**src/rtl/core/dstq_pkg.sv**
```systemverilog
// Package for the deadline sorted timer queue.
// Holds the command codes, the transfer structs and the sequencer states.
// No dependencies.
package dstq_pkg;

    typedef enum logic [1:0] {
        CMD_ARM     = 2'd0,
        CMD_CANCEL  = 2'd1,
        CMD_POLL    = 2'd2,
        CMD_ADVANCE = 2'd3
    } t_cmd;

    typedef struct packed {
        t_cmd        cmd;
        logic [3:0]  entry_id;
        logic [31:0] delay_ticks;
    } t_in;

    typedef struct packed {
        logic       fired;
        logic [3:0] fired_id;
        logic       queue_empty;
    } t_out;

    typedef enum logic [3:0] {
        S_IDLE,
        S_UL_RD,
        S_UL_FIX1,
        S_UL_FIX2,
        S_POLL_RD,
        S_POLL_CMP,
        S_INS_START,
        S_INS_WALK,
        S_INS_LINK,
        S_INS_PREV,
        S_INS_NEXT,
        S_APP_NEXT,
        S_APP_PREV,
        S_RESP
    } t_state;

endpackage

```
**src/rtl/core/dstq_mem.sv**
```systemverilog
// Entry store of the timer queue: expiry times and next/prev links.
// Synchronous memories, one shared read address, registered read data.
// Depends on dstq_pkg.
module dstq_mem
    import dstq_pkg::*;
#(
    parameter int ENTRIES = 16
) (
    input  logic                        i_clk,
    input  logic [$clog2(ENTRIES)-1:0]  i_rd_addr,
    input  logic                        i_exp_we,
    input  logic [$clog2(ENTRIES)-1:0]  i_exp_waddr,
    input  logic [31:0]                 i_exp_wdata,
    input  logic [$clog2(ENTRIES)-1:0]  i_lnk_waddr,
    input  logic                        i_nxt_we,
    input  logic                        i_prv_we,
    input  logic [$clog2(ENTRIES)-1:0]  i_nxt_wdata,
    input  logic [$clog2(ENTRIES)-1:0]  i_prv_wdata,
    output logic [31:0]                 o_exp_rdata,
    output logic [$clog2(ENTRIES)-1:0]  o_nxt_rdata,
    output logic [$clog2(ENTRIES)-1:0]  o_prv_rdata
);

    localparam int IW = $clog2(ENTRIES);

    logic [31:0]     r_exp_mem [ENTRIES];
    logic [2*IW-1:0] r_lnk_mem [ENTRIES];
    logic [31:0]     r_exp_rd;
    logic [2*IW-1:0] r_lnk_rd;

    always_ff @(posedge i_clk) begin
        if (i_exp_we) begin
            r_exp_mem[i_exp_waddr] <= i_exp_wdata;
        end
        r_exp_rd <= r_exp_mem[i_rd_addr];
    end

    always_ff @(posedge i_clk) begin
        if (i_nxt_we) begin
            r_lnk_mem[i_lnk_waddr][2*IW-1:IW] <= i_nxt_wdata;
        end
        if (i_prv_we) begin
            r_lnk_mem[i_lnk_waddr][IW-1:0] <= i_prv_wdata;
        end
        r_lnk_rd <= r_lnk_mem[i_rd_addr];
    end

    assign o_exp_rdata = r_exp_rd;
    assign o_nxt_rdata = r_lnk_rd[2*IW-1:IW];
    assign o_prv_rdata = r_lnk_rd[IW-1:0];

endmodule

```
**src/rtl/core/deadline_sorted_timer_queue_top.sv**
```systemverilog
// Deadline sorted timer queue: up to ENTRIES timers in a linked list ordered by expiry,
// one command per transfer, one result strobe per command, which the receiver cannot stall.
// An arm into a non-empty queue walks the list, reading one entry per cycle through the
// single read port of the entry store. busy stays high from the accepting edge through
// the strobe cycle.
// Depends on dstq_pkg and dstq_mem.
module deadline_sorted_timer_queue_top
    import dstq_pkg::*;
#(
    parameter int ENTRIES = 16
) (
    input  logic i_clk,
    input  logic i_rst_n,
    input  logic start,
    output logic busy,
    input  t_in  i_in,
    output logic o_strobe,
    output t_out o_result
);

    localparam int IW = $clog2(ENTRIES);
    localparam int CW = $clog2(ENTRIES + 1);

    t_state         r_state;
    t_state         n_state;
    t_cmd           r_cmd;
    logic [IW-1:0]  r_id;
    logic [31:0]    r_xp;
    logic [31:0]    r_time;
    logic [IW-1:0]  r_head;
    logic [IW-1:0]  r_tail;
    logic [CW-1:0]  r_count;
    logic [CW-1:0]  r_k;
    logic [IW-1:0]  r_cur;
    logic [IW-1:0]  r_p;
    logic [IW-1:0]  r_n;
    logic [ENTRIES-1:0] r_linked;
    logic           r_fired;
    logic [3:0]     r_fired_id;

    logic           accept;
    logic           id_ok;
    logic [IW-1:0]  in_idx;

    logic [IW-1:0]  rd_addr;
    logic           exp_we;
    logic [IW-1:0]  lnk_waddr;
    logic           nxt_we;
    logic           prv_we;
    logic [IW-1:0]  nxt_wdata;
    logic [IW-1:0]  prv_wdata;
    logic [31:0]    exp_rdata;
    logic [IW-1:0]  nxt_rdata;
    logic [IW-1:0]  prv_rdata;

    logic           walk_found;
    logic           walk_last;

    assign accept     = start && (r_state == S_IDLE);
    assign in_idx     = IW'(i_in.entry_id);
    assign id_ok      = {28'd0, i_in.entry_id} < 32'(ENTRIES);
    assign walk_found = exp_rdata > r_xp;
    assign walk_last  = (r_k + CW'(1)) == r_count;

    dstq_mem #(
        .ENTRIES (ENTRIES)
    ) u_mem (
        .i_clk       (i_clk),
        .i_rd_addr   (rd_addr),
        .i_exp_we    (exp_we),
        .i_exp_waddr (r_id),
        .i_exp_wdata (r_xp),
        .i_lnk_waddr (lnk_waddr),
        .i_nxt_we    (nxt_we),
        .i_prv_we    (prv_we),
        .i_nxt_wdata (nxt_wdata),
        .i_prv_wdata (prv_wdata),
        .o_exp_rdata (exp_rdata),
        .o_nxt_rdata (nxt_rdata),
        .o_prv_rdata (prv_rdata)
    );

    always_comb begin
        n_state = r_state;
        case (r_state)
            S_IDLE: begin
                if (accept) begin
                    case (i_in.cmd)
                        CMD_ARM: begin
                            if (!id_ok) begin
                                n_state = S_RESP;
                            end else if (r_linked[in_idx]) begin
                                n_state = S_UL_RD;
                            end else begin
                                n_state = S_INS_START;
                            end
                        end
                        CMD_CANCEL: begin
                            n_state = (id_ok && r_linked[in_idx]) ? S_UL_RD : S_RESP;
                        end
                        CMD_POLL: begin
                            n_state = (r_count != '0) ? S_POLL_RD : S_RESP;
                        end
                        default: begin
                            n_state = S_RESP;
                        end
                    endcase
                end
            end
            S_UL_RD:    n_state = S_UL_FIX1;
            S_UL_FIX1:  n_state = S_UL_FIX2;
            S_UL_FIX2:  n_state = (r_cmd == CMD_ARM) ? S_INS_START : S_RESP;
            S_POLL_RD:  n_state = S_POLL_CMP;
            S_POLL_CMP: n_state = (exp_rdata <= r_time) ? S_UL_RD : S_RESP;
            S_INS_START: n_state = (r_count == '0) ? S_RESP : S_INS_WALK;
            S_INS_WALK: begin
                if (walk_found) begin
                    n_state = S_INS_LINK;
                end else if (walk_last) begin
                    n_state = S_APP_NEXT;
                end
            end
            S_INS_LINK: n_state = S_INS_PREV;
            S_INS_PREV: n_state = S_INS_NEXT;
            S_INS_NEXT: n_state = S_RESP;
            S_APP_NEXT: n_state = S_APP_PREV;
            S_APP_PREV: n_state = S_RESP;
            S_RESP:     n_state = S_IDLE;
            default:    n_state = S_IDLE;
        endcase
    end

    always_comb begin
        rd_addr   = r_id;
        exp_we    = 1'b0;
        lnk_waddr = r_id;
        nxt_we    = 1'b0;
        prv_we    = 1'b0;
        nxt_wdata = r_id;
        prv_wdata = r_id;
        case (r_state)
            S_POLL_RD: begin
                rd_addr = r_head;
            end
            S_UL_FIX1: begin
                lnk_waddr = prv_rdata;
                nxt_wdata = nxt_rdata;
                nxt_we    = (r_id != r_head);
            end
            S_UL_FIX2: begin
                lnk_waddr = r_n;
                prv_wdata = r_p;
                prv_we    = (r_id != r_tail);
            end
            S_INS_START: begin
                rd_addr = r_head;
                exp_we  = 1'b1;
            end
            S_INS_WALK: begin
                rd_addr = nxt_rdata;
            end
            S_INS_LINK: begin
                nxt_wdata = r_cur;
                prv_wdata = r_p;
                nxt_we    = 1'b1;
                prv_we    = 1'b1;
            end
            S_INS_PREV: begin
                lnk_waddr = r_p;
                nxt_we    = (r_cur != r_head);
            end
            S_INS_NEXT: begin
                lnk_waddr = r_cur;
                prv_we    = 1'b1;
            end
            S_APP_NEXT: begin
                lnk_waddr = r_tail;
                nxt_we    = 1'b1;
            end
            S_APP_PREV: begin
                prv_wdata = r_tail;
                prv_we    = 1'b1;
            end
            default: begin
            end
        endcase
    end

    always_ff @(posedge i_clk) begin
        if (!i_rst_n) begin
            r_state  <= S_IDLE;
            r_time   <= '0;
            r_head   <= '0;
            r_tail   <= '0;
            r_count  <= '0;
            r_linked <= '0;
            r_fired  <= 1'b0;
        end else begin
            r_state <= n_state;
            case (r_state)
                S_IDLE: begin
                    if (accept) begin
                        r_cmd      <= i_in.cmd;
                        r_id       <= in_idx;
                        r_xp       <= r_time + i_in.delay_ticks;
                        r_fired    <= 1'b0;
                        r_fired_id <= '0;
                        if (i_in.cmd == CMD_ADVANCE) begin
                            r_time <= r_time + 32'd1;
                        end
                    end
                end
                S_POLL_CMP: begin
                    if (exp_rdata <= r_time) begin
                        r_id       <= r_head;
                        r_fired    <= 1'b1;
                        r_fired_id <= 4'(r_head);
                    end
                end
                S_UL_FIX1: begin
                    r_n <= nxt_rdata;
                    r_p <= prv_rdata;
                    if (r_id == r_head) begin
                        r_head <= nxt_rdata;
                    end
                end
                S_UL_FIX2: begin
                    if (r_id == r_tail) begin
                        r_tail <= r_p;
                    end
                    r_linked[r_id] <= 1'b0;
                    r_count        <= r_count - CW'(1);
                end
                S_INS_START: begin
                    r_cur <= r_head;
                    r_k   <= '0;
                    if (r_count == '0) begin
                        r_head         <= r_id;
                        r_tail         <= r_id;
                        r_linked[r_id] <= 1'b1;
                        r_count        <= r_count + CW'(1);
                    end
                end
                S_INS_WALK: begin
                    if (walk_found) begin
                        r_p <= prv_rdata;
                    end else begin
                        r_cur <= nxt_rdata;
                        r_k   <= r_k + CW'(1);
                    end
                end
                S_INS_PREV: begin
                    if (r_cur == r_head) begin
                        r_head <= r_id;
                    end
                end
                S_INS_NEXT: begin
                    r_linked[r_id] <= 1'b1;
                    r_count        <= r_count + CW'(1);
                end
                S_APP_PREV: begin
                    r_tail         <= r_id;
                    r_linked[r_id] <= 1'b1;
                    r_count        <= r_count + CW'(1);
                end
                default: begin
                end
            endcase
        end
    end

    assign busy                 = (r_state != S_IDLE);
    assign o_strobe             = (r_state == S_RESP);
    assign o_result.fired       = r_fired;
    assign o_result.fired_id    = r_fired_id;
    assign o_result.queue_empty = (r_count == '0);

    a_count_matches: assert property (@(posedge i_clk) disable iff (!i_rst_n)
        (r_state == S_IDLE) |-> ($countones(r_linked) == 32'(r_count)))
        else $error("linked entries disagree with count");

    a_accept_busy: assert property (@(posedge i_clk) disable iff (!i_rst_n)
        (start && !busy) |=> busy)
        else $error("accepted transfer did not raise busy");

    a_time_hold: assert property (@(posedge i_clk) disable iff (!i_rst_n)
        (r_state != S_IDLE) |=> $stable(r_time))
        else $error("time moved during a command");

    a_fired_nonempty: assert property (@(posedge i_clk) disable iff (!i_rst_n)
        (r_state == S_POLL_CMP) |-> (r_count != '0))
        else $error("poll compare on empty queue");

endmodule
```
**config.mk**
```make
export PLATFORM = sky130hd
export DESIGN_NAME = deadline_sorted_timer_queue_top
export DESIGN_NICKNAME = d
export VERILOG_FILES = /design/src/rtl/core/dstq_pkg.sv /design/src/rtl/core/dstq_mem.sv /design/src/rtl/core/deadline_sorted_timer_queue_top.sv
export SDC_FILE = /design/constraint.sdc
export NUM_CORES = 1
export LEC_CHECK = 0
export BUFFER_PORTS_ARGS = -buffer_cell sky130_fd_sc_hd__buf_2
export CAP_MARGIN = 20
export CORE_MARGIN = 2
export CORE_UTILIZATION = 63
export CTS_BUF_LIST = sky130_fd_sc_hd__clkbuf_16
export DETAILED_ROUTE_END_ITERATION = 16
export PLACE_DENSITY = 0.8
export RECOVER_POWER = 50
export SKIP_CTS_REPAIR_TIMING = 1
export SYNTH_ARGS = -nofsm -noshare
export SYNTH_HDL_FRONTEND = slang
export SYNTH_HIERARCHICAL = 1
export SYNTH_SLANG_ARGS = --single-unit
```
**constraint.sdc**
```tcl
create_clock -name i_clk -period 9 [get_ports i_clk]
set_input_delay 0 -clock i_clk [delete_from_list [all_inputs] [get_ports i_clk]]
set_output_delay 0 -clock i_clk [all_outputs]
set_load 0.02 [all_outputs]
```
[After elaboration in Yosys (flattened, before gate mapping)]
Memory sizes are Yosys's and may differ from the RTL's. A register that Yosys moved wholly into a read port is not among the register bits.
Index checks and enable logic that the tools add are counted.
Storage, ports and cells
  register bits after elaboration: 125
  RAM bits: 640
  output and inout bits: 8
  memories kept: 2
  word-level logic and storage cells: 144
  bits of input ports: 41
Memory list
  u_mem.r_exp_mem: words 16, bits a word 32, rd ports 1, clocked after Yosys merged registers in 1, wr ports 1, RTL line dstq_mem.sv:26  | logic [31:0] r_exp_mem [ENTRIES];
  u_mem.r_lnk_mem: words 16, bits a word 8, rd ports 1, clocked after Yosys merged registers in 1, wr ports 1, RTL line dstq_mem.sv:27  | logic [2*IW-1:0] r_lnk_mem [ENTRIES];
Operators by class
  reduce and logical (&&, ||, !) cells: 30
  $lt $le $gt $ge: 5
  $add $sub $neg: 5
  mux-type cells: 52
  bitwise gates (word level): 3
  equality and inequality tests: 32
Operators with widths (number)
  two-way mux 4 bit: 17
  one-hot mux 4 bit (2 select lines): 7
  one-hot mux 16 bit (3 select lines): 1
  one-hot mux 4 bit (12 select lines): 1
  one-hot mux 4 bit (3 select lines): 3
  adder 32 x 1 -> 32 bit, second input constant: 1
  adder 32 bit: 1
  > comparator 32 bit: 1
  <= comparator 32 bit: 1
  == test 4 bit, second input constant: 6
  one-hot mux 4 bit (5 select lines): 1
  AND reduction 3 bit: 6
  AND 16 bit: 1
  == test 4 x 3 -> 1 bit, second input constant: 4
  two-way mux 16 bit: 1
  inequality test 2 bit, second input constant: 8
  NOT 16 bit: 1
  OR 16 bit: 1
  one-hot mux 5 bit (3 select lines): 1
  == test 4 bit: 3
  inequality test 4 bit: 3
  two-way mux 1 bit: 11
  adder 5 x 1 -> 5 bit, second input constant: 2
  < comparator 4 x 5 -> 1 bit, second input constant: 2
  other kinds (27): 43

[Longest topological paths before layout]
  word-level depth: 7
  depth in mapped cells: 12
  mapped depth without buffers: 12

[Modules after synthesis]
Netlist, hierarchy kept.
Modules (own cells, without submodules)
  dstq_mem: area each 25334.3 sq um, cells an instance 1090, sequential area each 20019.2 sq um, times used 1
  deadline_sorted_timer_queue_top: area each 9381.5 sq um, cells an instance 1072, sequential area each 3093.0 sq um, times used 1

[Worst setup path after synthesis]
No wires, ideal clock.
  path kind: flip-flop to flip-flop
  start point: reg r_state[2]
  end point: mem u_mem.r_exp_mem[0][0] (enable)
  period minus slack after synthesis: 4.186 ns
  path slack: 4.814 ns
  library setup time: 0.461 ns
  stages on the path, launching flop included: 7
  required time: 8.539 ns
  arrival time: 3.725 ns
  cells stage by stage: dfxtp_1 > nor2b_1 > clkbuf_1 > nand3_1 > inv_1 > or3b_2 > nor3_1
Between the ends
  cells in the longest elaborated chain, start to end: 4
Ends and longest elaborated chain
  start, declared: RTL line deadline_sorted_timer_queue_top.sv:24  | t_state r_state;
  start signal, assigned: RTL line deadline_sorted_timer_queue_top.sv:199  | r_state <= n_state;
  == test 4 x 3 -> 1 bit: RTL line deadline_sorted_timer_queue_top.sv:141  | case (r_state)
  two-way mux 1 bit: RTL line deadline_sorted_timer_queue_top.sv:141
  net exp_we: RTL line deadline_sorted_timer_queue_top.sv:46  | logic exp_we;
  two-way mux 1 bit: RTL line dstq_mem.sv:32  | if (i_exp_we) begin
  two-way mux 1 bit (implied by the code): RTL line dstq_mem.sv:33  | r_exp_mem[i_exp_waddr] <= i_exp_wdata;
  end, declared: RTL line dstq_mem.sv:26
The timed path passes the listed nets, and every way through them passes these cells.

[Worst setup path after layout]
  start point: reg r_state[2]
  end point: reg r_time[30]
Between the ends
  cells in the longest elaborated chain, start to end: 3
Ends and longest elaborated chain
  zero test 4 bit *: RTL line deadline_sorted_timer_queue_top.sv:59, deadline_sorted_timer_queue_top.sv:200
  logical AND 1 bit: RTL line deadline_sorted_timer_queue_top.sv:59  | assign accept = start && (r_state == S_IDLE);
  AND reduction 3 bit (no source line) *
  end signal, assigned: RTL line deadline_sorted_timer_queue_top.sv:209  | r_time <= r_time + 32'd1;
  end, declared: RTL line deadline_sorted_timer_queue_top.sv:29  | logic [31:0] r_time;
Mark *: on every way between the ends. The rest lies on a longest branch, timed or not.
A chain may end at the register's enable or synchronous reset.

==> out/qor.yml <==
logic_synthesis:
  synth_seq_cells: 805
  synth_warnings: 6
  yosys.cell_count.top_type: "edfxtp_1"
  synthTopCellsByCount: "699 x edfxtp_1, 154 x nor2_1, 149 x nand2_1, 106 x dfxtp_1, 101 x mux4_2"
  async_reset_ff_share_pct: 0
  synthFlopType: "edfxtp_1"
  synth_edf_count: 699
  synth.avg_cell_area_um2: 16.1
  ys_types: 75
  seq_area_frac_synth_pct: 66.6
  synth.area.top_cells: "edfxtp_1 60%, mux4_2 6.6%, dfxtp_1 6.1%"
  syn-num-nets: 2305
  yosysTopAreaCell: "edfxtp_1"
  netlist_instances: 2162
  yosysTopAreaCellShare_pct: 60.5
  syn_area_um2: 34700
detailed_routing:
  firstDrtPassIters: 7
  drt_iter0_drc: 2344
  drt_wl_total_mm: 83.4
  antenna_left: 0
  viasPerCell: 6.76
  wl_per_cell_um: 27.6
  num_vias: 20400
  drc: 0
timing:
  layout_min_cycle_time_ns: 4.55
  hold_viol_final: 3
  max_freq_mhz: 220
  hold_ws_ns: -0.0333
  worst_pin_slew_ns: 2.14
  slew_headroom_pct: -42.5
  drv_slew: 41
  setup_viol: 0
  finalSetupTns_ns: 0
  fin_crit_sh_pct: 50.6
  finalClockSkew_ns: 0.0338
  rsz0062_at_grt: "no"
die:
  rows: 86
  fp.dieH_um: 239
  fp.coreArea_um2: 54800
  start_util_pct: 63.4
  die_w_um: 239
  ios: 49
  dieArea_um2: 57000
grt:
  antenna_found_initial: 1
  grt_pass1_vias: 20000
  grt_max_degree: 137
  grt_usage_pct: 29.8
  overflow: 0
  grt_pass1_wl_mm: 124
place:
  portBuffers: 48
  postPlaceCellArea_um2: 35700
  place_congestion: 0.912
  dp.final_hpwl_mm: 47.6
clock_network:
  cts-root-buf: "clkbuf_16"
  clock_path_buffers: 3
  clk_latency_ns: 0.63
  cts_tree: "yes"
  cts-htree-levels: 3
  clk_pin_slew_worst_paths_ns: 0.06
  cts_buffers: 80
  clock-sinks: 805
power:
  ir_worst_vdd_mv: 0.377
  p_leak_nw: 13.4
  power.total_w: 0.0116
  pwr_density_cell_nw_per_um2: 302
flow_run:
  drv_cap: 2
finish:
  final_area_um2: 38300
  synthToLayoutAreaGrowth_pct: 10.5
  finalNetCount: 2390
  final_core_util_pct: 70.0
  drive_above_1_share_pct: 14.2
run_status:
  violations: "hold timing, capacitance limit, slew limit"
  outcome: "finished with violations"
worst_setup_path:
  arrival_ns: 5.09
  critPathKind: "reg2reg"
  worstPathRequired_ns: 9.54
  cp-end-kind: "flip-flop"
  crit_path_start_kind: "flip-flop"
  worst-path-max-fanout: 24
worst_hold_path:
  hold_class: "in2reg"
## kinds of logic (layout without fill, tap and decap cells)
family | after synthesis | in the layout | synth area share [%]
compound gates | 320 | 320 | 6.31
fa+ha+maj | 102 | 102 | 3.72
flops | 805 | 805 | 66.6
xor+xnor | 79 | 79 | 1.99
other cells | 0 | 1 | 0
simple gates | 480 | 480 | 6.47
buf+inv | 178 | 327 | 2.54
mux | 198 | 198 | 12.4
## critical path, cell delays in order (launching register included)
cell and delay (ns):
dfxtp_1 0.56, nor4_1 1.38, nand4_1 0.45, nor2_1 0.66, and3_1 0.34, and3_1 0.42, nand2_1 0.13, or3_1 0.33
a21oi_1 0.16
## registers in the layout (all words and copies together) (netlist names), named ones only
name	count
r_cmd	2
r_count	5
r_cur	4
r_fired	1
r_fired_id	4
r_head	4
r_id	4
r_k	5
r_n	4
r_p	4
r_state	4
r_tail	4
r_time	32
r_xp	32
u_mem/o_exp_rdata	32
u_mem/r_exp_mem	512
u_mem/r_lnk_mem	128
u_mem/r_lnk_rd	8
## power by group
group / switching (W) / internal [W] / leakage, nW
logic: 0.00210 / 0.00153 / 4.89
registers: 0.000278 / 0.00446 / 7.17
clock network: 0.00138 / 0.00183 / 1.29
total: 0.00375 / 0.00782 / 13.4
## final timing paths
check	start	cells past startpoint	slack, ns	end
setup / recovery	r_state[2]	8	4.45	r_time[30]
hold / removal	i_in[19]	3	-0.03	r_xp[19]
setup reg to reg	r_state[2]	8	4.45	r_time[30]
hold reg to reg	u_mem/r_lnk_rd[0]	0	0.44	r_p[0]
## metrics by stage
step | instances | worst slack, ns | hold slack (ns)
after floorplan | 2162 | 4.81 | 0.0989
after global placement | 2847 | 4.66 | 0.273
after detailed placement | 2847 | 4.50 | 0.283
after CTS | 2993 | 4.36 | -0.383
after global routing | 3015 | 4.06 | 0.00107
final | 3016 | 4.45 | -0.0333
## per-layer routing
| layer | part of all wire, % | GRT usage [%] |
|---|---|---|
| met1 | 38 | 41.2 |
| met2 | 48 | 47.7 |
| met3 | 10 | 5.36 |
| met4 | 3.3 | 11.6 |
| met5 | 0 | 0 |
## cell usage in the layout (no fill, tap or decap), drive strengths merged, types with 4 or more instances in the layout
cell type,synthesis,final
and3,24,24
nor2b,15,15
and4,7,7
o22ai,8,8
dlygate4sd3,0,21
mux2i,22,22
nand2,149,149
clkinv,1,33
xor2,23,23
xnor2,56,56
or2,4,4
nand3,29,29
nand2b,12,12
a221oi,7,7
clkbuf,60,93
a31o,8,8
dfxtp,106,106
nor3,26,26
a21oi,63,63
buf,36,67
o21ai,50,50
ha,100,100
bufinv,0,6
nor2,155,155
nand4,24,24
o31ai,6,6
mux4,165,165
edfxtp,699,699
o21a,11,11
mux2,11,11
a21o,31,31
nor4,7,7
o211ai,6,6
a211oi,17,17
inv,81,102
or4,4,4
and2,15,15
a22oi,90,90
clkinvlp,0,5
## layout make-up
| class | count | area [um^2] |
|---|---|---|
| flip-flops and latches | 805 | 23100 |
| fillers | 3319 | 16400 |
| repair buffers | 99 | 682 |
| clock inverters | 64 | 469 |
| well taps | 704 | 881 |
| multi-input cells | 1179 | 10800 |
| clock buffers | 82 | 2050 |
| inverters | 82 | 308 |
| diodes | 1 | 2.50 |
(Power assumes the default switching activity.)
